$ cat src/circular_byte_queue_macros.svh
// Assertion macros for the circular byte queue.
// Taken in by the top level; no other dependencies.
`ifndef CIRCULAR_BYTE_QUEUE_MACROS_SVH
`define CIRCULAR_BYTE_QUEUE_MACROS_SVH

// Same-cycle implication, disabled while reset is high
`define CBQ_ASSERT_IMP(label, clk, rst, ante, cons, msg) \
   label: assert property (@(posedge clk) disable iff (rst) (ante) |-> (cons)) \
      else $error(msg);

// Next-cycle implication, disabled while reset is high
`define CBQ_ASSERT_NXT(label, clk, rst, ante, cons, msg) \
   label: assert property (@(posedge clk) disable iff (rst) (ante) |=> (cons)) \
      else $error(msg);

`endif

$ cat src/cbq_pkg.sv
// Shared types, constants and helpers of the circular byte queue.
// No dependencies; used by every module of the block.
`default_nettype none

package cbq_pkg;

   // Ring geometry and transfer limits
   localparam int DEPTH       = 1024;
   localparam int IDX_W       = $clog2(DEPTH);
   localparam int CNT_W       = 11;
   localparam int MAX_XFER    = 64;
   localparam int XFER_W      = 7;
   localparam int BYTE_W      = 8;

   // Result buffer
   localparam int RSP_DEPTH   = 4;
   localparam int RSP_PTR_W   = $clog2(RSP_DEPTH);
   localparam int RSP_LVL_W   = $clog2(RSP_DEPTH + 1);

   typedef enum logic [1:0] {
      FUNC_INSERT   = 2'd0,
      FUNC_RETRIEVE = 2'd1,
      FUNC_PEEK     = 2'd2,
      FUNC_CLEAR    = 2'd3
   } func_type;

   typedef enum logic [1:0] {
      STAT_OK    = 2'd0,
      STAT_BAD   = 2'd1,
      STAT_FULL  = 2'd2,
      STAT_EMPTY = 2'd3
   } status_type;

   typedef enum logic {
      ST_IDLE,
      ST_READ
   } state_type;

   // One result beat
   typedef struct packed {
      status_type              status;
      logic [BYTE_W-1:0]       read_byte;
      logic                    last;
      logic [CNT_W-1:0]        used_count;
      logic [CNT_W-1:0]        free_count;
   } rsp_type;

   // Push into the result buffer
   typedef struct packed {
      logic    valid;
      rsp_type beat;
   } push_type;

   // Ring memory access
   typedef struct packed {
      logic              we;
      logic [IDX_W-1:0]  waddr;
      logic [BYTE_W-1:0] wdata;
      logic              re;
      logic [IDX_W-1:0]  raddr;
   } ram_cmd_type;

   // Limit a capacity write to 1..DEPTH
   function automatic logic [CNT_W-1:0] clamp_capacity(input logic [CNT_W-1:0] v);
      logic [CNT_W-1:0] r;
      r = v;
      if (v == '0) begin
         r = CNT_W'(1);
      end else if (v > CNT_W'(DEPTH)) begin
         r = CNT_W'(DEPTH);
      end
      return r;
   endfunction

endpackage

`default_nettype wire

$ cat src/cbq_ctrl.sv
// Queue controller: pointers, counts, burst tracking and the read sweep.
// Depends on cbq_pkg; drives cbq_ring_ram and cbq_rsp_buf.
`default_nettype none

module cbq_ctrl (
   input  logic                              clock,
   input  logic                              reset,
   input  logic                              req_valid,
   output logic                              req_ready,
   input  logic [1:0]                        req_func,
   input  logic [cbq_pkg::XFER_W-1:0]        req_count,
   input  logic [cbq_pkg::BYTE_W-1:0]        req_data_byte,
   input  logic                              req_first,
   input  logic                              csr_valid,
   input  logic [cbq_pkg::CNT_W-1:0]         csr_capacity,
   input  logic [cbq_pkg::RSP_LVL_W-1:0]     buf_level,
   output cbq_pkg::ram_cmd_type              ram_cmd,
   input  logic [cbq_pkg::BYTE_W-1:0]        ram_rdata,
   output cbq_pkg::push_type                 push
);
   import cbq_pkg::*;

   state_type          state_ff, state_in;
   logic [IDX_W-1:0]   wi_ff, wi_in;
   logic [CNT_W-1:0]   used_ff, used_in;
   logic [CNT_W-1:0]   cap_ff, cap_in;
   logic               acc_ff, acc_in;
   logic [XFER_W-1:0]  rem_ff, rem_in;
   logic [IDX_W-1:0]   rd_ptr_ff, rd_ptr_in;
   logic [XFER_W-1:0]  rd_left_ff, rd_left_in;
   logic               rd_pend_ff, rd_pend_in;
   logic               rd_last_ff, rd_last_in;

   func_type           func;
   logic               accept;
   logic               issue;
   logic               count_bad;
   logic               read_go;
   logic               do_store;
   logic [XFER_W-1:0]  rem_eff;
   logic               imm_push;
   status_type         imm_status;
   logic [IDX_W-1:0]   wi_wr;
   logic [CNT_W-1:0]   wi_next;
   logic [CNT_W-1:0]   rd_start;
   logic [CNT_W-1:0]   rd_next;

   assign func      = func_type'(req_func);
   assign accept    = req_valid && req_ready;
   assign count_bad = (req_count == '0) || (req_count > XFER_W'(MAX_XFER));

   // next state
   always_comb begin
      state_in = state_ff;
      unique case (state_ff)
         ST_IDLE: begin
            if (read_go) begin
               state_in = ST_READ;
            end
         end
         ST_READ: begin
            if (issue && rd_left_ff == XFER_W'(1)) begin
               state_in = ST_IDLE;
            end
         end
         default: state_in = ST_IDLE;
      endcase
   end

   // state outputs: take items only between sweeps and never beside a
   // capacity write; issue reads while the result buffer can absorb them,
   // counting the one in flight
   always_comb begin
      req_ready = 1'b0;
      issue     = 1'b0;
      unique case (state_ff)
         ST_IDLE: begin
            req_ready = !rd_pend_ff && !csr_valid &&
                        (buf_level < RSP_LVL_W'(RSP_DEPTH));
         end
         ST_READ: begin
            issue = (buf_level + RSP_LVL_W'(rd_pend_ff)) < RSP_LVL_W'(RSP_DEPTH);
         end
         default: ;
      endcase
   end

   // pointer helpers
   always_comb begin
      wi_wr   = (CNT_W'(wi_ff) >= cap_ff) ? '0 : wi_ff;
      wi_next = CNT_W'(wi_wr) + CNT_W'(1);
      if (used_ff <= CNT_W'(wi_ff)) begin
         rd_start = CNT_W'(wi_ff) - used_ff;
      end else begin
         rd_start = cap_ff - used_ff + CNT_W'(wi_ff);
      end
      if (rd_start >= cap_ff) begin
         rd_start = '0;
      end
      rd_next = CNT_W'(rd_ptr_ff) + CNT_W'(1);
   end

   // request decode and counter updates
   always_comb begin
      wi_in      = wi_ff;
      used_in    = used_ff;
      cap_in     = cap_ff;
      acc_in     = acc_ff;
      rem_in     = rem_ff;
      rd_ptr_in  = rd_ptr_ff;
      rd_left_in = rd_left_ff;
      rd_pend_in = issue;
      rd_last_in = rd_last_ff;
      read_go    = 1'b0;
      do_store   = 1'b0;
      rem_eff    = rem_ff;
      imm_push   = 1'b0;
      imm_status = STAT_OK;

      if (csr_valid) begin
         // capacity write re-initializes the queue
         cap_in  = clamp_capacity(csr_capacity);
         wi_in   = '0;
         used_in = '0;
         acc_in  = 1'b0;
         rem_in  = '0;
      end else if (accept) begin
         imm_push = 1'b1;
         unique case (func)
            FUNC_INSERT: begin
               if (req_first) begin
                  acc_in = 1'b0;
                  rem_in = '0;
                  if (count_bad) begin
                     imm_status = STAT_BAD;
                  end else if (CNT_W'(req_count) > cap_ff - used_ff) begin
                     imm_status = STAT_FULL;
                  end else begin
                     do_store = 1'b1;
                     rem_eff  = req_count;
                  end
               end else if (acc_ff && rem_ff != '0) begin
                  do_store = 1'b1;
               end else begin
                  imm_status = STAT_BAD;
               end
            end
            FUNC_CLEAR: begin
               wi_in   = '0;
               used_in = '0;
               acc_in  = 1'b0;
               rem_in  = '0;
            end
            FUNC_RETRIEVE, FUNC_PEEK: begin
               if (count_bad) begin
                  imm_status = STAT_BAD;
               end else if (CNT_W'(req_count) > used_ff) begin
                  imm_status = STAT_EMPTY;
               end else begin
                  imm_push   = 1'b0;
                  read_go    = 1'b1;
                  rd_left_in = req_count;
                  rd_ptr_in  = IDX_W'(rd_start);
                  if (func == FUNC_RETRIEVE) begin
                     used_in = used_ff - CNT_W'(req_count);
                  end
               end
            end
            default: ;
         endcase

         // byte goes into the ring; room was reserved on the first byte
         if (do_store) begin
            wi_in   = (wi_next >= cap_ff) ? '0 : IDX_W'(wi_next);
            if (used_ff < cap_ff) begin
               used_in = used_ff + CNT_W'(1);
            end
            rem_in  = rem_eff - XFER_W'(1);
            acc_in  = (rem_eff != XFER_W'(1));
         end
      end

      // read sweep, one byte per issue
      if (issue) begin
         rd_ptr_in  = (rd_next >= cap_ff) ? '0 : IDX_W'(rd_next);
         rd_left_in = rd_left_ff - XFER_W'(1);
         rd_last_in = (rd_left_ff == XFER_W'(1));
      end
   end

   // ring port
   always_comb begin
      ram_cmd.we    = do_store;
      ram_cmd.waddr = wi_wr;
      ram_cmd.wdata = req_data_byte;
      ram_cmd.re    = issue;
      ram_cmd.raddr = rd_ptr_ff;
   end

   // result beat: immediate status or returning ring byte
   always_comb begin
      push.valid           = imm_push || rd_pend_ff;
      push.beat.status     = rd_pend_ff ? STAT_OK : imm_status;
      push.beat.read_byte  = rd_pend_ff ? ram_rdata : '0;
      push.beat.last       = rd_pend_ff ? rd_last_ff : 1'b1;
      push.beat.used_count = used_in;
      push.beat.free_count = cap_in - used_in;
   end

   always_ff @(posedge clock) begin
      if (reset) begin
         state_ff   <= ST_IDLE;
         wi_ff      <= '0;
         used_ff    <= '0;
         cap_ff     <= clamp_capacity(CNT_W'(DEPTH));
         acc_ff     <= 1'b0;
         rem_ff     <= '0;
         rd_left_ff <= '0;
         rd_pend_ff <= 1'b0;
      end else begin
         state_ff   <= state_in;
         wi_ff      <= wi_in;
         used_ff    <= used_in;
         cap_ff     <= cap_in;
         acc_ff     <= acc_in;
         rem_ff     <= rem_in;
         rd_left_ff <= rd_left_in;
         rd_pend_ff <= rd_pend_in;
      end
   end

   // sweep payload, no reset
   always_ff @(posedge clock) begin
      rd_ptr_ff  <= rd_ptr_in;
      rd_last_ff <= rd_last_in;
   end

endmodule

`default_nettype wire

$ cat config.mk
export PLATFORM = sky130hd
export DESIGN_NAME = cbq_ctrl
export DESIGN_NICKNAME = d
export VERILOG_FILES = /design/src/circular_byte_queue_macros.svh /design/src/cbq_pkg.sv /design/src/cbq_ctrl.sv
export SDC_FILE = /design/constraint.sdc
export NUM_CORES = 1
export LEC_CHECK = 0
export BUFFER_PORTS_ARGS = -buffer_cell sky130_fd_sc_hd__buf_2
export CORE_MARGIN = 5
export CORE_UTILIZATION = 35
export DETAILED_ROUTE_END_ITERATION = 8
export PLACE_DENSITY = 0.51
export SETUP_SLACK_MARGIN = 0.3
export SYNTH_ARGS = -nofsm -noshare
export SYNTH_HDL_FRONTEND = slang
export SYNTH_SLANG_ARGS = --single-unit
$ cat constraint.sdc
create_clock -name clock -period 10.25 [get_ports clock]
set_clock_uncertainty 0.05 [all_clocks]
set_input_delay 2.05 -clock clock [delete_from_list [all_inputs] [get_ports clock]]
set_output_delay 2.05 -clock clock [all_outputs]
set_load 0.03 [all_outputs]
* Word-level counts from Yosys, hierarchy flattened
Index checks and enable logic that the tools add are counted.
Storage, ports and cells: register bits 60, bits in latches 0, bits in writable memories 0, ROM bits 0, output and inout port bits 65, logic and storage cells 143, memories 0
Operators by class: add/sub/neg operators 11, multiply operators 0, divide/modulo/power cells 0, order comparisons 12, equality and inequality tests 9, shift operators 0, multiplexer cells 78, bitwise logic cells 1, reduce and logical (&&, ||, !) cells 22
Operator list (count):
- 11-bit two-way mux | 11
- 10-bit two-way mux | 12
- 7-bit two-way mux | 14
- 11-bit greater-or-equal comparator | 3
- 1-bit two-way mux | 27
- 10-bit by 1-bit adder with 11-bit output (second input constant) | 2
- 7-bit by 11-bit greater-than comparator with 1-bit output | 2
- 11-bit one-hot mux with 2 select lines | 1
- 11-bit subtractor | 2
- 2-bit two-way mux | 8
- 7-bit one-hot mux with 2 select lines | 1
- 7-bit by 1-bit subtractor with 7-bit output (second input constant) | 2
- 11-bit by 1-bit adder with 11-bit output (second input constant) | 1
- 11-bit by 10-bit adder with 11-bit output | 1
- 10-bit by 11-bit greater-or-equal comparator with 1-bit output | 1
- 11-bit greater-than comparator (second input constant) | 1
- 11-bit by 10-bit less-or-equal comparator with 1-bit output | 1
- 11-bit logical NOT | 1
- 11-bit less-than comparator | 1
- 10-bit by 11-bit subtractor with 11-bit output | 1
- 11-bit by 7-bit subtractor with 11-bit output | 1
- 8-bit two-way mux | 1
- 7-bit by 1-bit == test with 1-bit output (second input constant) | 1
- 7-bit greater-than comparator (second input constant) | 1
- other kinds (23) | 36

* Depth between registers and ports, before layout
depth after elaboration 12, depth in mapped cells 30

* Worst setup path before layout
Ideal clock, no wire load.
path kind input to output, start point input port csr_valid, end point output port push[10] (netlist bit), arrival 7.252 ns, data required time 8.150 ns, slack 0.898 ns, cell stages on the path 19, path buffers 2, path through clkbuf_1 > nor4_1 > and2_1 > clkbuf_1 > o21ai_0 > mux2_2 > nor2_1 > ha_1 > inv_1 > fa_1 > a21o_1 > a21oi_1 > o21ai_0 > a21oi_1 > o21ai_0 > a21o_1 > and4_1 > nor3_1 > xor2_1
RTL lines:
- from (decl) | RTL line cbq_ctrl.sv:14 | input logic csr_valid,
- to (decl) | RTL line cbq_ctrl.sv:19 | output cbq_pkg::push_type push

==> results.yml <==
timing:
  max_freq_ghz: 0.106
  fin_crit_sh_pct: 91.9
  slew_viol_final: 0
  period_minus_slack_ns: 9.41
  slew_headroom_pct: 38.6
  tns_ns: 0
  finalHoldViolations: 0
  worst_slew_pin_slew_ns: 0.916
  rsz0062_at_grt: "no"
  setup_viol: 0
placed_design:
  gp_congestion: 0.923
  dp_hpwl_um: 19300
  place_area_mm2: 0.00814
  io_buffers: 92
  dp_cells: 1322
synth:
  ys_seq_area_share_pct: 17.6
  synth_fa_ha_area_share_pct: 19.9
  synth_simple_gate_area_share_pct: 22.7
  synth_seq_cells: 60
  synth_top_family_by_area: "compound AO/OA/AOI/OAI gates"
  synth-edff-count: 11
  yosysUniqueCellTypes: 74
  synthCells: 986
  synthMuxAreaShare_pct: 3.57
  synth_ff_type: "dfxtp_1"
  ys_async_sr_fraction_pct: 0
  yosysWarningCount: 0
  synth_compound_gate_area_share_pct: 23.5
  synth_xor_area_share_pct: 5.40
  avgSynthCellArea_um2: 7.57
  syn-cell-area_mm2: 0.00746
  syn-num-nets: 1145
layout:
  fin_util_pct: 40.1
  diodes: 0
  area.growth.synth_to_final_pct: 12.8
  design_area_mm2: 0.00842
  layout_commonest_cell: "ha_1"
  layout_common_cells: "ha_1, nor2_1, inv_1"
  layout.cells.non_filler: 1338
  drive_above_1_share_pct: 13.0
  fin_nets: 1217
global_route:
  grt_pass1_wl_um: 38200
  overflow: 0
  grtUsageTotal_pct: 19.9
  grt_start_max_net_pins: 35
  antenna_found_initial: 0
  grt_pass1_vias: 7034
critical_path:
  cpMaxStageDelayCell: "a2111oi_0"
  crit_path_end_kind: "output port"
  worstReg2RegStart: "used_ff[5]"
  rr_endpoint: "rd_ptr_ff[1]"
  rrSetupSlack_ns: 4.82
  crit_path_start: "used_ff[1]"
  cp_max_fo: 18
  path_class: "flop to output port"
  cp.required_ns: 8.15
  setup.worst_path.end: "push[10]"
  rr_worst_depth: 18
  crit_top_cell: "o21ai_0"
  slowest_delay_ns: 0.76
  start_kind: "flop"
  arrival_ns: 7.31
die:
  ioPinCount: 109
  die_h_um: 156
  die_x_um: 156
  dieArea_mm2: 0.0243
  rows: 53
  coreArea_mm2: 0.0210
  start_util_pct: 35.5
clocking:
  cts_buffers: 9
  ctsHoldBuffers: 0
  root_buffer: "clkbuf_16"
  clock_latency_ns: 0.34
  cts.sinks: 60
  cts_tree: "built"
  clockBufferDepth: 2
  htree_levels: 3
  clkTransAtPathRegs_ns: 0.05
power_and_ir_drop:
  seqPwrFrac_pct: 31.9
  power.internal_w: 0.000511
  comb_power_share_pct: 28.7
  switching_share_pct: 33.3
  switchingPower_w: 0.000255
  p_leak_nw: 3.78
  p_per_area_mw_per_mm2: 91.0
  ir_drop_v: 0.0000765
  power_frac_clock_pct: 39.4
route:
  wl_per_cell_um: 18.1
  drc: 0
  first_pass_iters: 5
  ant_nets: 0
  via_per_inst: 5.47
  wirelength_um: 24200
  drt_iter0_markers: 431
  dr_total_vias: 7317
min_path:
  hold_path_class: "flop to flop"
job:
  drv_cap: 0
run_status:
  status: "completed"
==> critical path: cells and delay by family, from the launching register on <==
family	cells	cell delay, ns
AO/OA/AOI/OAI	12	3.14
XOR/XNOR	2	0.40
multiplexers	1	0.32
buffers and inverters	4	0.62
flip-flops	1	0.42
AND/OR/NAND/NOR	5	0.80
adder cells (fa/ha/maj)	4	1.27
==> routing by layer <==
metal,vias up,share of wire [%],global-route usage (%)
met5,-,0,0
li1,3693,-,-
met4,0,2.0,6.00
met3,21,3.8,2.88
met1,3442,47,26.4
met2,161,47,33.3
==> sequential cells by signal (all words and copies together) (netlist names) <==
register	count
rem_ff	7
used_ff	11
rd_ptr_ff	10
rd_last_ff	1
cap_ff	11
wi_ff	10
state_ff	1
rd_left_ff	7
acc_ff	1
rd_pend_ff	1
==> synthesized netlist by cell type (5+ instances only) <==
| cell | n | area [um2] |
|---|---|---|
| o21a_1 | 16 | 120 |
| or3_1 | 5 | 31.3 |
| xor2_1 | 19 | 166 |
| a21o_1 | 18 | 135 |
| ha_1 | 110 | 1380 |
| a211oi_1 | 14 | 105 |
| mux2i_1 | 21 | 210 |
| or2_2 | 9 | 56.3 |
| and3_1 | 7 | 43.8 |
| a21boi_0 | 8 | 60.1 |
| o22ai_1 | 20 | 125 |
| inv_1 | 95 | 357 |
| nand4_1 | 14 | 87.6 |
| and2_1 | 15 | 93.8 |
| xnor2_1 | 27 | 236 |
| nor4_1 | 11 | 68.8 |
| nand3_1 | 31 | 155 |
| clkbuf_1 | 25 | 93.8 |
| nand2b_1 | 13 | 81.3 |
| a31oi_1 | 7 | 43.8 |
| a21oi_1 | 56 | 280 |
| nor3_1 | 29 | 145 |
| fa_1 | 5 | 100 |
| o21ai_0 | 62 | 310 |
| dfxtp_1 | 49 | 981 |
| edfxtp_1 | 11 | 330 |
| nand2_1 | 58 | 218 |
| o211ai_1 | 5 | 37.5 |
| nor2_1 | 102 | 383 |
| a22oi_1 | 9 | 67.6 |
| nor2b_1 | 32 | 200 |
| mux2_2 | 5 | 56.3 |
| buf_4 | 11 | 82.6 |
==> area by class of cell <==
class | count | area (um2)
Clock buffer | 13 | 240
Clock inverter | 3 | 37.5
Fill cell | 2208 | 12600
Inverter | 96 | 360
Multi-Input combinational cell | 791 | 5610
Sequential cell | 60 | 1310
Tap cell | 275 | 344
Timing Repair Buffer | 100 | 520
==> timing repair <==
item                                    in CTS  in global routing
endpoints found under the setup margin       0                  1
gates resized for setup                      0                  1
setup buffers                                0                  0
hold endpoints to repair                     0                  0
==> power groups by stage <==
| stage | clock network [W] | registers [W] | logic, W |
|---|---|---|---|
| 2_1_floorplan | 0 | 0.000248 | 0.000164 |
| 3_3_place_gp | 0 | 0.000250 | 0.000218 |
| 3_5_place_dp | 0 | 0.000250 | 0.000219 |
| 4_1_cts | 0.000309 | 0.000245 | 0.000220 |
| 5_1_grt | 0.000321 | 0.000245 | 0.000244 |
| 6_report | 0.000302 | 0.000245 | 0.000220 |
==> logic make-up (layout without fill, tap and decap cells) <==
group	after synthesis	in the layout
adder cells (fa/ha/maj)	116	116
buffers and inverters	135	212
XOR/XNOR	46	46
AO/OA/AOI/OAI	262	262
flip-flops	60	60
AND/OR/NAND/NOR	341	341
multiplexers	26	26
==> worst min path at each step <==
| stage | cells after the start | slack [ns] | startpoint | to |
|---|---|---|---|---|
| 6_report | 1 | 0.41 | acc_ff | acc_ff |
| 2_1_floorplan | 1 | 0.38 | acc_ff | acc_ff |
| 3_3_place_gp | 1 | 0.40 | acc_ff | acc_ff |
| 4_1_cts | 1 | 0.41 | acc_ff | acc_ff |
| 5_1_grt | 1 | 0.45 | acc_ff | acc_ff |
| 3_5_place_dp | 1 | 0.40 | acc_ff | acc_ff |
==> per-stage QoR <==
stage	setup slack, ns	hold slack, ns	total power (W)
floorplan	0.898	0.377	0.000412
global placement	1.10	0.400	0.000468
detailed placement	0.918	0.399	0.000468
CTS	0.829	0.411	0.000773
global route	0.354	0.447	0.000809
finish	0.835	0.407	0.000766
(Power assumes the default switching activity.)
