### src/circular_byte_queue_macros.svh
// Assertion macros for the circular byte queue.
// Taken in by the top level; no other dependencies.
`ifndef CIRCULAR_BYTE_QUEUE_MACROS_SVH
`define CIRCULAR_BYTE_QUEUE_MACROS_SVH

// Same-cycle implication, disabled while reset is high
`define CBQ_ASSERT_IMP(label, clk, rst, ante, cons, msg) \
   label: assert property (@(posedge clk) disable iff (rst) (ante) |-> (cons)) \
      else $error(msg);

// Next-cycle implication, disabled while reset is high
`define CBQ_ASSERT_NXT(label, clk, rst, ante, cons, msg) \
   label: assert property (@(posedge clk) disable iff (rst) (ante) |=> (cons)) \
      else $error(msg);

`endif

### src/cbq_pkg.sv
// Shared types, constants and helpers of the circular byte queue.
// No dependencies; used by every module of the block.
`default_nettype none

package cbq_pkg;

   // Ring geometry and transfer limits
   localparam int DEPTH       = 1024;
   localparam int IDX_W       = $clog2(DEPTH);
   localparam int CNT_W       = 11;
   localparam int MAX_XFER    = 64;
   localparam int XFER_W      = 7;
   localparam int BYTE_W      = 8;

   // Result buffer
   localparam int RSP_DEPTH   = 4;
   localparam int RSP_PTR_W   = $clog2(RSP_DEPTH);
   localparam int RSP_LVL_W   = $clog2(RSP_DEPTH + 1);

   typedef enum logic [1:0] {
      FUNC_INSERT   = 2'd0,
      FUNC_RETRIEVE = 2'd1,
      FUNC_PEEK     = 2'd2,
      FUNC_CLEAR    = 2'd3
   } func_type;

   typedef enum logic [1:0] {
      STAT_OK    = 2'd0,
      STAT_BAD   = 2'd1,
      STAT_FULL  = 2'd2,
      STAT_EMPTY = 2'd3
   } status_type;

   typedef enum logic {
      ST_IDLE,
      ST_READ
   } state_type;

   // One result beat
   typedef struct packed {
      status_type              status;
      logic [BYTE_W-1:0]       read_byte;
      logic                    last;
      logic [CNT_W-1:0]        used_count;
      logic [CNT_W-1:0]        free_count;
   } rsp_type;

   // Push into the result buffer
   typedef struct packed {
      logic    valid;
      rsp_type beat;
   } push_type;

   // Ring memory access
   typedef struct packed {
      logic              we;
      logic [IDX_W-1:0]  waddr;
      logic [BYTE_W-1:0] wdata;
      logic              re;
      logic [IDX_W-1:0]  raddr;
   } ram_cmd_type;

   // Limit a capacity write to 1..DEPTH
   function automatic logic [CNT_W-1:0] clamp_capacity(input logic [CNT_W-1:0] v);
      logic [CNT_W-1:0] r;
      r = v;
      if (v == '0) begin
         r = CNT_W'(1);
      end else if (v > CNT_W'(DEPTH)) begin
         r = CNT_W'(DEPTH);
      end
      return r;
   endfunction

endpackage

`default_nettype wire

### src/cbq_rsp_buf.sv
// Small result FIFO in flops between the controller and the result port.
// Depends on cbq_pkg.
`default_nettype none

module cbq_rsp_buf (
   input  logic                             clock,
   input  logic                             reset,
   input  cbq_pkg::push_type                push,
   output logic [cbq_pkg::RSP_LVL_W-1:0]    level,
   output logic                             rsp_valid,
   input  logic                             rsp_ready,
   output cbq_pkg::rsp_type                 rsp_beat
);
   import cbq_pkg::*;

   rsp_type               slot_ff [RSP_DEPTH];
   logic [RSP_PTR_W-1:0]  wr_ptr_ff, wr_ptr_in;
   logic [RSP_PTR_W-1:0]  rd_ptr_ff, rd_ptr_in;
   logic [RSP_LVL_W-1:0]  level_ff, level_in;
   logic                  pop;

   // pointer and fill bookkeeping
   always_comb begin
      pop       = rsp_valid && rsp_ready;
      wr_ptr_in = push.valid ? wr_ptr_ff + RSP_PTR_W'(1) : wr_ptr_ff;
      rd_ptr_in = pop ? rd_ptr_ff + RSP_PTR_W'(1) : rd_ptr_ff;
      level_in  = level_ff + RSP_LVL_W'(push.valid) - RSP_LVL_W'(pop);
   end

   always_ff @(posedge clock) begin
      if (reset) begin
         wr_ptr_ff <= '0;
         rd_ptr_ff <= '0;
         level_ff  <= '0;
      end else begin
         wr_ptr_ff <= wr_ptr_in;
         rd_ptr_ff <= rd_ptr_in;
         level_ff  <= level_in;
      end
   end

   // payload slots, no reset
   always_ff @(posedge clock) begin
      if (push.valid) begin
         slot_ff[wr_ptr_ff] <= push.beat;
      end
   end

   assign level     = level_ff;
   assign rsp_valid = (level_ff != '0);
   assign rsp_beat  = slot_ff[rd_ptr_ff];

endmodule

`default_nettype wire

### config.mk
export PLATFORM = sky130hd
export DESIGN_NAME = cbq_rsp_buf
export DESIGN_NICKNAME = d
export VERILOG_FILES = /design/src/circular_byte_queue_macros.svh /design/src/cbq_pkg.sv /design/src/cbq_rsp_buf.sv
export SDC_FILE = /design/constraint.sdc
export NUM_CORES = 1
export LEC_CHECK = 0
export ABC_AREA = 1
export BUFFER_PORTS_ARGS = -buffer_cell sky130_fd_sc_hd__buf_2
export CAP_MARGIN = 5
export CORE_ASPECT_RATIO = 0.7
export CORE_UTILIZATION = 45
export DETAILED_ROUTE_END_ITERATION = 12
export PLACE_DENSITY = 0.69
export SLEW_MARGIN = 15
export SYNTH_ARGS = -nofsm -noshare
export SYNTH_HDL_FRONTEND = slang
export SYNTH_SLANG_ARGS = --single-unit
### constraint.sdc
create_clock -name clock -period 1.6 [get_ports clock]
set_clock_uncertainty 0.15 [all_clocks]
set_input_delay 0.08 -clock clock [delete_from_list [all_inputs] [get_ports clock]]
set_output_delay 0.08 -clock clock [all_outputs]
set_load 0.02 [all_outputs]
* Yosys cells after proc, flatten, opt, wreduce, memory -nomap -nowiden *
Memories as Yosys holds them, arrays and structs flattened. A register that Yosys moved wholly into a read port is not among the register bits.
Index checks and enable logic that the tools add are counted.

cells by class
  add/subtract/negate cells = 4
  multiply operators = 0
  div/mod/pow operators = 0
  order comparisons = 0
  eq/ne operators = 0
  shift-type cells = 0
  mux-type cells = 4
  bitwise logic cells = 0
  reduce and logical (&&, ||, !) cells = 2

operator list
  kind                 count
  $add 2x1->2 const B  2
  $mux 2               2
  $add 3x1->3          1
  $reduce_bool 3->1    1
  $sub 3x1->3          1
  $mux 1               2
  $logic_and 1x1->1    1

word-level totals
  bits in registers = 7
  bits in latches = 0
  RAM bits = 132
  bits in read-only memories = 0
  input port bits = 37
  output and inout bits = 37
  word-level logic and storage cells = 14
  memories kept = 1

memories
  name     words  bits a word  rd ports  clocked after memory_dff  wr ports  RTL line           text
  slot_ff  4      33           1         1                         1         cbq_rsp_buf.sv:16  rsp_type slot_ff [RSP_DEPTH];

* Logic depth before layout (Yosys ltp) *
Gate-level depths: netlist of run 1.

  depth after elaboration = 4
  mapped depth = 9

* Worst setup path before layout of run 1 *
OpenSTA, ideal clock, no wires.

  kind = reg-to-reg
  start point = register level_ff[1], in the netlist level[1]
  end point = register level_ff[2], in the netlist level[2]
  library setup time = 0.115 ns
  arrival time = 1.613 ns
  required time = 1.335 ns
  path slack = -0.278 ns
  stages on the path, launching flop included = 9
  buffers on the path = 0
  path through = dfxtp_1 nor2_1 a21boi_0 ha_1 inv_1 ha_1 fa_1 a21oi_1 nor2_1

on the way
  longest elaborated chain between the ends = 3

ends and longest elaborated chain
  what                    RTL line           text
  from (decl)             cbq_rsp_buf.sv:19  logic [RSP_LVL_W-1:0] level_ff, level_in;
  from (signal assigned)  cbq_rsp_buf.sv:38  level_ff <= level_in;
  $reduce_bool 3->1       cbq_rsp_buf.sv:50  assign rsp_valid = (level_ff != '0);
  $logic_and 1x1->1       cbq_rsp_buf.sv:24  pop = rsp_valid && rsp_ready;
  net pop                 cbq_rsp_buf.sv:20  logic pop;
  $sub 3x1->3             cbq_rsp_buf.sv:27  level_in = level_ff + RSP_LVL_W'(push.valid) - RSP_LVL_W'(pop);

The timed path passes the listed nets, and every way through them passes these cells.
A chain may end at the register's enable or synchronous reset.

* Worst setup path after layout of run 1 *
  start point = register level_ff[1], in the netlist level[1]
  end point = register level_ff[1], in the netlist level[1]

on the way
  longest elaborated chain between the ends = 3

ends and longest elaborated chain
  what               RTL line
  $reduce_bool 3->1  cbq_rsp_buf.sv:50
  $logic_and 1x1->1  cbq_rsp_buf.sv:24
  net pop            cbq_rsp_buf.sv:20
  $sub 3x1->3        cbq_rsp_buf.sv:27
  net level_in[1]    cbq_rsp_buf.sv:19

The timed path passes the listed nets, and every way through them passes these cells.

==> results of run 1 <==
## per-stage QoR
stage | instances | power, mW | hold slack (ns)
6_report | 688 | 11.47 | 0.2435
3_5_place_dp | 614 | 6.954 | 0.1247
5_1_grt | 688 | 11.94 | 0.2532
2_1_floorplan | 380 | 6.098 | -0.006199
4_1_cts | 686 | 11.23 | 0.2293
3_3_place_gp | 614 | 6.900 | 0.1269
## logic make-up (layout without fill, tap and decap cells)
| logic type | count (synthesis) | count (layout) | share of synthesized area [%] |
|---|---|---|---|
| buffers and inverters | 38 | 189 | 4.326 |
| AOI/OAI and AO/OA | 107 | 107 | 10.77 |
| adders and majority gates | 7 | 7 | 1.767 |
| DFF | 141 | 141 | 77.02 |
| and+or+nand+nor | 87 | 87 | 6.116 |
## layout make-up
type	count	area [sq um]	area share, %
Sequential cell	141	4160	55.52
Clock inverter	9	96.34	1.286
Clock buffer	22	444.2	5.928
Inverter	18	97.59	1.302
Timing Repair Buffer	140	1329	17.73
Tap cell	157	196.4	2.621
Multi-Input combinational cell	201	1170	15.61
## sequential cells by signal, summed over array words and instances, names as in the netlist, named ones only
register   cells
slot_ff      132
level          3
rd_ptr_ff      2
wr_ptr_ff      2
## power by group through the flow
stage	registers [mW]	clock network, mW	logic (mW)
6_report	4.38	3.61	3.47
5_1_grt	4.40	3.83	3.71
4_1_cts	4.38	3.66	3.18
3_5_place_dp	4.42	0	2.54
3_3_place_gp	4.41	0	2.49
2_1_floorplan	4.44	0	1.66
## layout by cell type, fill, tap and decap left out, types with 4 or more instances in the layout
cell / synthesis / final
sky130_fd_sc_hd__edfxtp_1: 132 / 132
sky130_fd_sc_hd__clkbuf_16: 0 / 19
sky130_fd_sc_hd__clkbuf_1: 1 / 5
sky130_fd_sc_hd__nor2_2: 0 / 7
sky130_fd_sc_hd__nor2_1: 73 / 65
sky130_fd_sc_hd__dfxtp_2: 0 / 4
sky130_fd_sc_hd__buf_4: 0 / 36
sky130_fd_sc_hd__o22ai_2: 0 / 7
sky130_fd_sc_hd__buf_6: 9 / 6
sky130_fd_sc_hd__clkinvlp_4: 0 / 6
sky130_fd_sc_hd__dlygate4sd3_1: 0 / 36
sky130_fd_sc_hd__nand2_1: 12 / 9
sky130_fd_sc_hd__a21oi_1: 5 / 4
sky130_fd_sc_hd__buf_2: 7 / 43
sky130_fd_sc_hd__o22ai_1: 33 / 26
sky130_fd_sc_hd__o21ai_2: 0 / 15
sky130_fd_sc_hd__inv_1: 16 / 9
sky130_fd_sc_hd__buf_16: 0 / 4
sky130_fd_sc_hd__buf_12: 0 / 12
sky130_fd_sc_hd__o21ai_1: 18 / 30
sky130_fd_sc_hd__o21ai_0: 50 / 22
## repair_timing
action                     in CTS  in global routing
pin swaps                      13                  4
setup endpoints to repair      35                 35
hold buffers                   36                  0
resized for setup              79                 42
buffers inserted                1                  0
hold endpoints to repair      141                  0
gates cloned                    4                  2
## metal layers
layer  track usage [%]  vias to the layer above  share of wire (%)
li1                  -                     1690                  -
met1             25.68                     1763                 46
met2             31.89                      131                 47
met3             5.420                        8                6.2
met4             7.471                        0               0.60
met5                 0                        -                  0
## worst reg2reg max path: cells and delay by family (launching register included)
kind,cells,cell delay [ns]
flip-flops,1,0.33
adder cells (fa/ha/maj),3,0.94
AND/OR/NAND/NOR,2,0.19
buffers and inverters,2,0.07
AO/OA/AOI/OAI,1,0.06
## final timing paths
| check | to | slack (ns) | depth (start not counted) |
|---|---|---|---|
| worst min register to register | wr_ptr_ff[1] | 0.34 | 2 |
| worst min-delay path | level[1] | 0.24 | 3 |
| worst max-delay path | level[1] | -0.21 | 8 |
| worst max register to register | level[1] | -0.21 | 8 |
==> Flow_metrics.wiki, run 1 <==
{| class="wikitable"
! Metric !! Value
|-
| Start point of the worst min-delay path || reset
|-
| Mean Syn Cell Area || approximately 14 sq um
|-
| Pins over their slew limit || 0
|-
| Wire length of the first global-routing pass || approximately 18000 um
|-
| Sequential area share after synthesis || approximately 77%
|-
| Final instance area || between 7000 and 8000 sq um
|-
| Chip Height || a little over 90 um
|-
| Largest area contributor in the synthesized netlist || sky130_fd_sc_hd__edfxtp_1
|-
| Violated checks || setup timing
|-
| Avg WL per Cell || between 15 and 20 um
|-
| Count of antenna-violating nets left after detailed routing || 0
|-
| Skew-Pair Late Insertion Delay || 0.41 ns
|-
| Count of warnings emitted by yosys || 0
|-
| Post-Place Cell Area || between 6000 and 7000 sq um
|-
| Clock transition at the registers of the reported paths || about 0.050 ns
|-
| CTS tree || yes
|-
| Most used standard cell by instance count after synthesis || sky130_fd_sc_hd__edfxtp_1
|-
| Total leakage power || roughly 2.7 nW
|-
| Cell chain of the critical path || nor2_4 > a21boi_2 > ha_1 > inv_1 > ha_2 > fa_2 > inv_2 > nor2_1
|-
| Via count normalized by instance count || about 5.2
|-
| Number of clock sinks seen by CTS || ~140
|-
| Vias in the first global route || between 3000 and 4000
|-
| Routability Congestion || 0.7715
|-
| Die boundary width || around 130 um
|-
| Result of the run || complete, but fails checks
|-
| Portion of total power attributed to sequential cells || 38.2%
|-
| Worst ir drop on vdd || 1.171 mV
|-
| Start of the worst register-to-register path || level[1]
|-
| Critical path required time || 1.79 ns
|-
| Maximum Capacitance Violations || 0
|-
| Worst Setup SP || level[1]
|-
| Max transition margin || 79.53%
|-
| Internal power component || 8.065 mW
|-
| Global-route usage over all layers || about a fifth
|-
| Buf+Inv Stages, Crit Path || 2
|-
| Top delay family on crit path || adder cells
|-
| Clock Tree Buf Depth || 2
|-
| DPL Wire Length || 6614 um
|-
| Dominant register cell in the synthesized netlist || sky130_fd_sc_hd__edfxtp_1
|-
| Drt initial violations || roughly 270
|-
| CP peak stage delay || approximately 0.52 ns
|-
| Standard-cell row count || 33
|-
| Total inserted antenna cells || 0
|-
| Worst-Margin Slew || around 0.31 ns
|-
| Pin count of the biggest net entering global routing || 23
|-
| Port bufs || between 70 and 80
|-
| Detailed-routing iteration count for the pre-antenna-repair pass || 4
|-
| Arrival @ worst endpoint || about 2.0 ns
|-
| Post-detailed-route DRC marker count || 0
|-
| Cell at the root of the clock tree || sky130_fd_sc_hd__clkbuf_16
|-
| Leading post-synthesis cells by instance count || sky130_fd_sc_hd__edfxtp_1, sky130_fd_sc_hd__nor2_1, sky130_fd_sc_hd__o21ai_0
|-
| Unrepaired setup endpoints after global routing || yes
|-
| Async set or reset register ratio after synthesis || 0%
|-
| Grt ovf || 0
|-
| Worst hold path class || in -> reg
|-
| Net switching power || between 3 and 4 mW
|-
| Setup-failing EPs final || 35
|-
| Power density over the cells || approximately 1500 nW/um^2
|-
| Tmin final || between 1.5 and 2 ns
|-
| Number of different library cells in the post-synthesis netlist || 19
|-
| TritonCTS buffer count || 17
|-
| Clock Power Share || a little under a third
|-
| Crit path setup slack, layout || -0.2055 ns
|-
| Share of total power in combinational logic || 30.3%
|-
| Crit Path Category || reg -> reg
|-
| DIE AREA || around 12000 sq um
|-
| Core area || approximately 12000 sq um
|-
| Number of filler cells placed in the layout || roughly 850
|-
| Number of nets in the layout || around 560
|-
| Final design utilization || 64.13%
|-
| Sw Share || approximately 30%
|-
| Top cells by area in the synthesized netlist || sky130_fd_sc_hd__edfxtp_1, sky130_fd_sc_hd__nor2_1, sky130_fd_sc_hd__o21ai_0
|-
| Critical path peak fanout || 2
|-
| Number of flops mapped to enable cells by yosys || between 100 and 150
|-
| #FFs+latches synth || about 140
|-
| Effective utilization at floorplan || 46.04%
|-
| Number of H-tree levels || 4
|-
| Final Routed Wirelength || 12080 um
|-
| Critical path capture point type || flop
|-
| Gate count after technology mapping || between 300 and 400
|-
| I/O pin count || 74
|-
| Count of endpoints failing hold in the final timing report || 0
|-
| Relative area change from synthesis to final layout || 39.28%
|-
| Ratio of cells with drive above 1 in the final layout || about a third
|-
| CP startpoint kind || flop
|-
| Syn Std Cell Area || ~5400 sq um
|-
| Placement Setup Slack || -0.2453 ns
|-
| Total via count after detailed routing || approximately 3600
|-
| Sum of negative setup slack || -4.949 ns
|-
| Antenna violations before repair || 0
|-
| Post-Syn Nets || around 420
|-
| Achievable Freq || around 550 MHz
|-
| Critical-path top delay cell || sky130_fd_sc_hd__fa_2
|-
| Final Cycle Share || 112.8%
|-
| Fraction of synthesized cell area taken by the top area cell type || about three quarters
|}
(Power assumes the default switching activity.)
==> inputs of run 2 (changes only) <==
--- a/config.mk
+++ b/config.mk
@@ -9,9 +9,9 @@
 export BUFFER_PORTS_ARGS = -buffer_cell sky130_fd_sc_hd__buf_2
 export CAP_MARGIN = 5
 export CORE_ASPECT_RATIO = 0.7
-export CORE_UTILIZATION = 45
+export CORE_UTILIZATION = 25
 export DETAILED_ROUTE_END_ITERATION = 12
-export PLACE_DENSITY = 0.69
+export PLACE_DENSITY = 0.43
 export SLEW_MARGIN = 15
 export SYNTH_ARGS = -nofsm -noshare
 export SYNTH_HDL_FRONTEND = slang
==> constraint.sdc (replaced) <==
create_clock -name clock -period 2.3 [get_ports clock]
set_clock_uncertainty 0.15 [all_clocks]
set_input_delay 0.115 -clock clock [delete_from_list [all_inputs] [get_ports clock]]
set_output_delay 0.115 -clock clock [all_outputs]
set_load 0.02 [all_outputs]
==> Flow_metrics.wiki, run 2 (same netlist as run 1, synthesis figures left out) <==
{| class="wikitable"
! Metric !! Value
|-
| Count of endpoints failing hold in the final timing report || 0 (unchanged)
|-
| CTS tree || yes (unchanged)
|-
| Sum of negative setup slack || 0 ns (was -4.949 ns)
|-
| Port bufs || 73 (unchanged)
|-
| DPL Wire Length || 7146 um (was 6614 um)
|-
| Grt ovf || 0 (unchanged)
|-
| Drt initial violations || 244 (was 266)
|-
| Count of antenna-violating nets left after detailed routing || 0 (unchanged)
|-
| CP peak stage delay || 0.37 ns (was 0.52 ns)
|-
| DIE AREA || 22120 sq um (was 12400 sq um)
|-
| Clock transition at the registers of the reported paths || 0.06 ns (was 0.05 ns)
|-
| Global-route usage over all layers || 11.69% (was 19.76%)
|-
| Setup-failing EPs final || 0 (was 35)
|-
| Final Routed Wirelength || 12300 um (was 12080 um)
|-
| Core area || 20920 sq um (was 11690 sq um)
|-
| Skew-Pair Late Insertion Delay || 0.41 ns (about the same)
|-
| Number of nets in the layout || 545 (was 563)
|-
| Worst hold path class || in -> reg (unchanged)
|-
| Maximum Capacitance Violations || 0 (unchanged)
|-
| Total via count after detailed routing || 3351 (was 3592)
|-
| Final Cycle Share || a little over nine tenths
|-
| Effective utilization at floorplan || 25.72% (was 46.04%)
|-
| Vias in the first global route || 3383 (was 3543)
|-
| Start of the worst register-to-register path || level[1] (unchanged)
|-
| Antenna violations before repair || 0 (unchanged)
|-
| Detailed-routing iteration count for the pre-antenna-repair pass || 5 (was 4)
|-
| Worst ir drop on vdd || 0.4076 mV (was 1.171 mV)
|-
| Start point of the worst min-delay path || reset (unchanged)
|-
| Most flops, register || slot_ff (unchanged)
|-
| Most used cells in the layout excluding fill and tap cells || sky130_fd_sc_hd__edfxtp_1, sky130_fd_sc_hd__nor2_1, sky130_fd_sc_hd__buf_2, sky130_fd_sc_hd__o21ai_0, sky130_fd_sc_hd__dlygate4sd3_1 (was sky130_fd_sc_hd__edfxtp_1, sky130_fd_sc_hd__nor2_1, sky130_fd_sc_hd__buf_2, sky130_fd_sc_hd__dlygate4sd3_1, sky130_fd_sc_hd__buf_4)
|-
| I/O pin count || 74 (unchanged)
|-
| TritonCTS buffer count || 17 (unchanged)
|-
| Cell at the root of the clock tree || sky130_fd_sc_hd__clkbuf_16 (unchanged)
|-
| Max transition margin || 66.83% (was 79.53%)
|-
| Via count normalized by instance count || 4.242 (was 5.221)
|-
| Critical path peak fanout || 22 (was 2)
|-
| Critical path capture point type || primary output (was flop)
|-
| Number of H-tree levels || 4 (unchanged)
|-
| Ratio of cells with drive above 1 in the final layout || 22.96% (was 34.65%)
|-
| Crit Path Category || reg -> out (was reg -> reg)
|-
| Wire length of the first global-routing pass || 18680 um (was 17910 um)
|-
| Critical-path top delay cell || sky130_fd_sc_hd__inv_2 (was sky130_fd_sc_hd__fa_2)
|-
| Total leakage power || 2.537 nW (was 2.745 nW)
|-
| Die boundary width || 177.3 um (was 132.7 um)
|-
| Result of the run || finished, final reports clean (was complete, but fails checks)
|-
| Relative area change from synthesis to final layout || 30.23% (was 39.28%)
|-
| Achievable Freq || ~460 MHz
|-
| Clock Tree Buf Depth || 2 (unchanged)
|-
| CP startpoint kind || flop (unchanged)
|-
| Avg WL per Cell || 15.57 um (was 17.56 um)
|-
| Routability Congestion || 0.7385 (was 0.7715)
|-
| Total inserted antenna cells || 0 (unchanged)
|-
| Arrival @ worst endpoint || 1.90 ns (was 2.00 ns)
|-
| Cell chain of the critical path || inv_2 > buf_12 > o21ai_0 > o22ai_1 > buf_2 (was nor2_4 > a21boi_2 > ha_1 > inv_1 > ha_2 > fa_2 > inv_2 > nor2_1)
|-
| Power density over the cells || 1047 nW/um^2 (was 1531 nW/um^2)
|-
| Pin count of the biggest net entering global routing || 67 (was 23)
|-
| Standard-cell row count || 44 (was 33)
|-
| Post-detailed-route DRC marker count || 0 (unchanged)
|-
| Worst hold margin || 0.2718 ns (was 0.2435 ns)
|-
| Number of clock sinks seen by CTS || 141 (unchanged)
|-
| Pins over their slew limit || 0 (unchanged)
|-
| Chip Height || 124.7 um (was 93.48 um)
|-
| Flip-flop count of the largest register, all copies and words added || 132 (unchanged)
|-
| Unrepaired setup endpoints after global routing || no (was yes)
|-
| Worst-Margin Slew || 0.4968 ns (was 0.3071 ns)
|-
| Most common library cell in the layout ignoring fill and taps || sky130_fd_sc_hd__edfxtp_1 (unchanged)
|-
| Tmin final || about 2.2 ns
|-
| Critical path required time || 2.04 ns (was 1.79 ns)
|-
| Number of resized instances in the post-cts repair step || 0 (was 79)
|}
==> run 2: critical path: cells and delay by family, from the launching register on <==
| kind | cells | cell delay (ns) |
|---|---|---|
| buffers and inverters | 3 | 0.81 |
| DFF | 1 | 0.34 |
| AOI/OAI and AO/OA | 2 | 0.32 |
==> run 2: report_power, final <==
part | leakage, nW | switching [mW] | internal [mW]
Clock | 0.268 | 0.996 | 1.58
Sequential | 1.29 | 0.0505 | 2.96
Combinational | 0.982 | 1.17 | 0.580
==> run 2: final cells by class <==
type                       count  area (sq um)
multi-input combinational    201          1003
timing repair buffer         122         885.9
clock inverter                12         122.6
inverter                      18         67.56
clock buffer                  20         436.7
fill                        2085         13910
sequential                   141          4145
tap                          276         345.3
==> run 2: what timing repair did <==
| item | 4_1_cts | 5_1_grt |
|---|---|---|
| hold buffers | 36 | 0 |
| setup buffers | 0 | 0 |
| endpoints found under the hold margin | 141 | 0 |
==> run 2: worst paths after layout <==
path / end / slack [ns] / cells after the start
worst min register to register: flop / 0.35 / 2
worst max-delay path: rsp_beat[4] / 0.13 / 5
worst min-delay path: level[1] / 0.27 / 3
worst max register to register: level[2] / 0.40 / 8
==> run 2: stage by stage <==
stage | setup WS, ns | cells | power (mW) | cell area, sq um | util (%)
after floorplan | 0.4224 | 380 | 4.218 | 5380 | -
after global placement | 0.4508 | 722 | 4.763 | 6087 | 29.10
after detailed placement | 0.4296 | 722 | 4.798 | 6087 | 29.10
after CTS | 0.06668 | 790 | 7.451 | 7007 | 33.49
after global routing | 0.003064 | 790 | 7.715 | 7007 | 33.49
final | 0.1317 | 790 | 7.339 | 7007 | 33.49
==> run 2: layer usage <==
layer,up-vias,routed length [um],global-route usage (%)
met5,-,0,0
met1,1620,5598,14.45
met4,0,140,4.625
met3,11,629,3.663
met2,75,5936,18.89
li1,1645,-,-
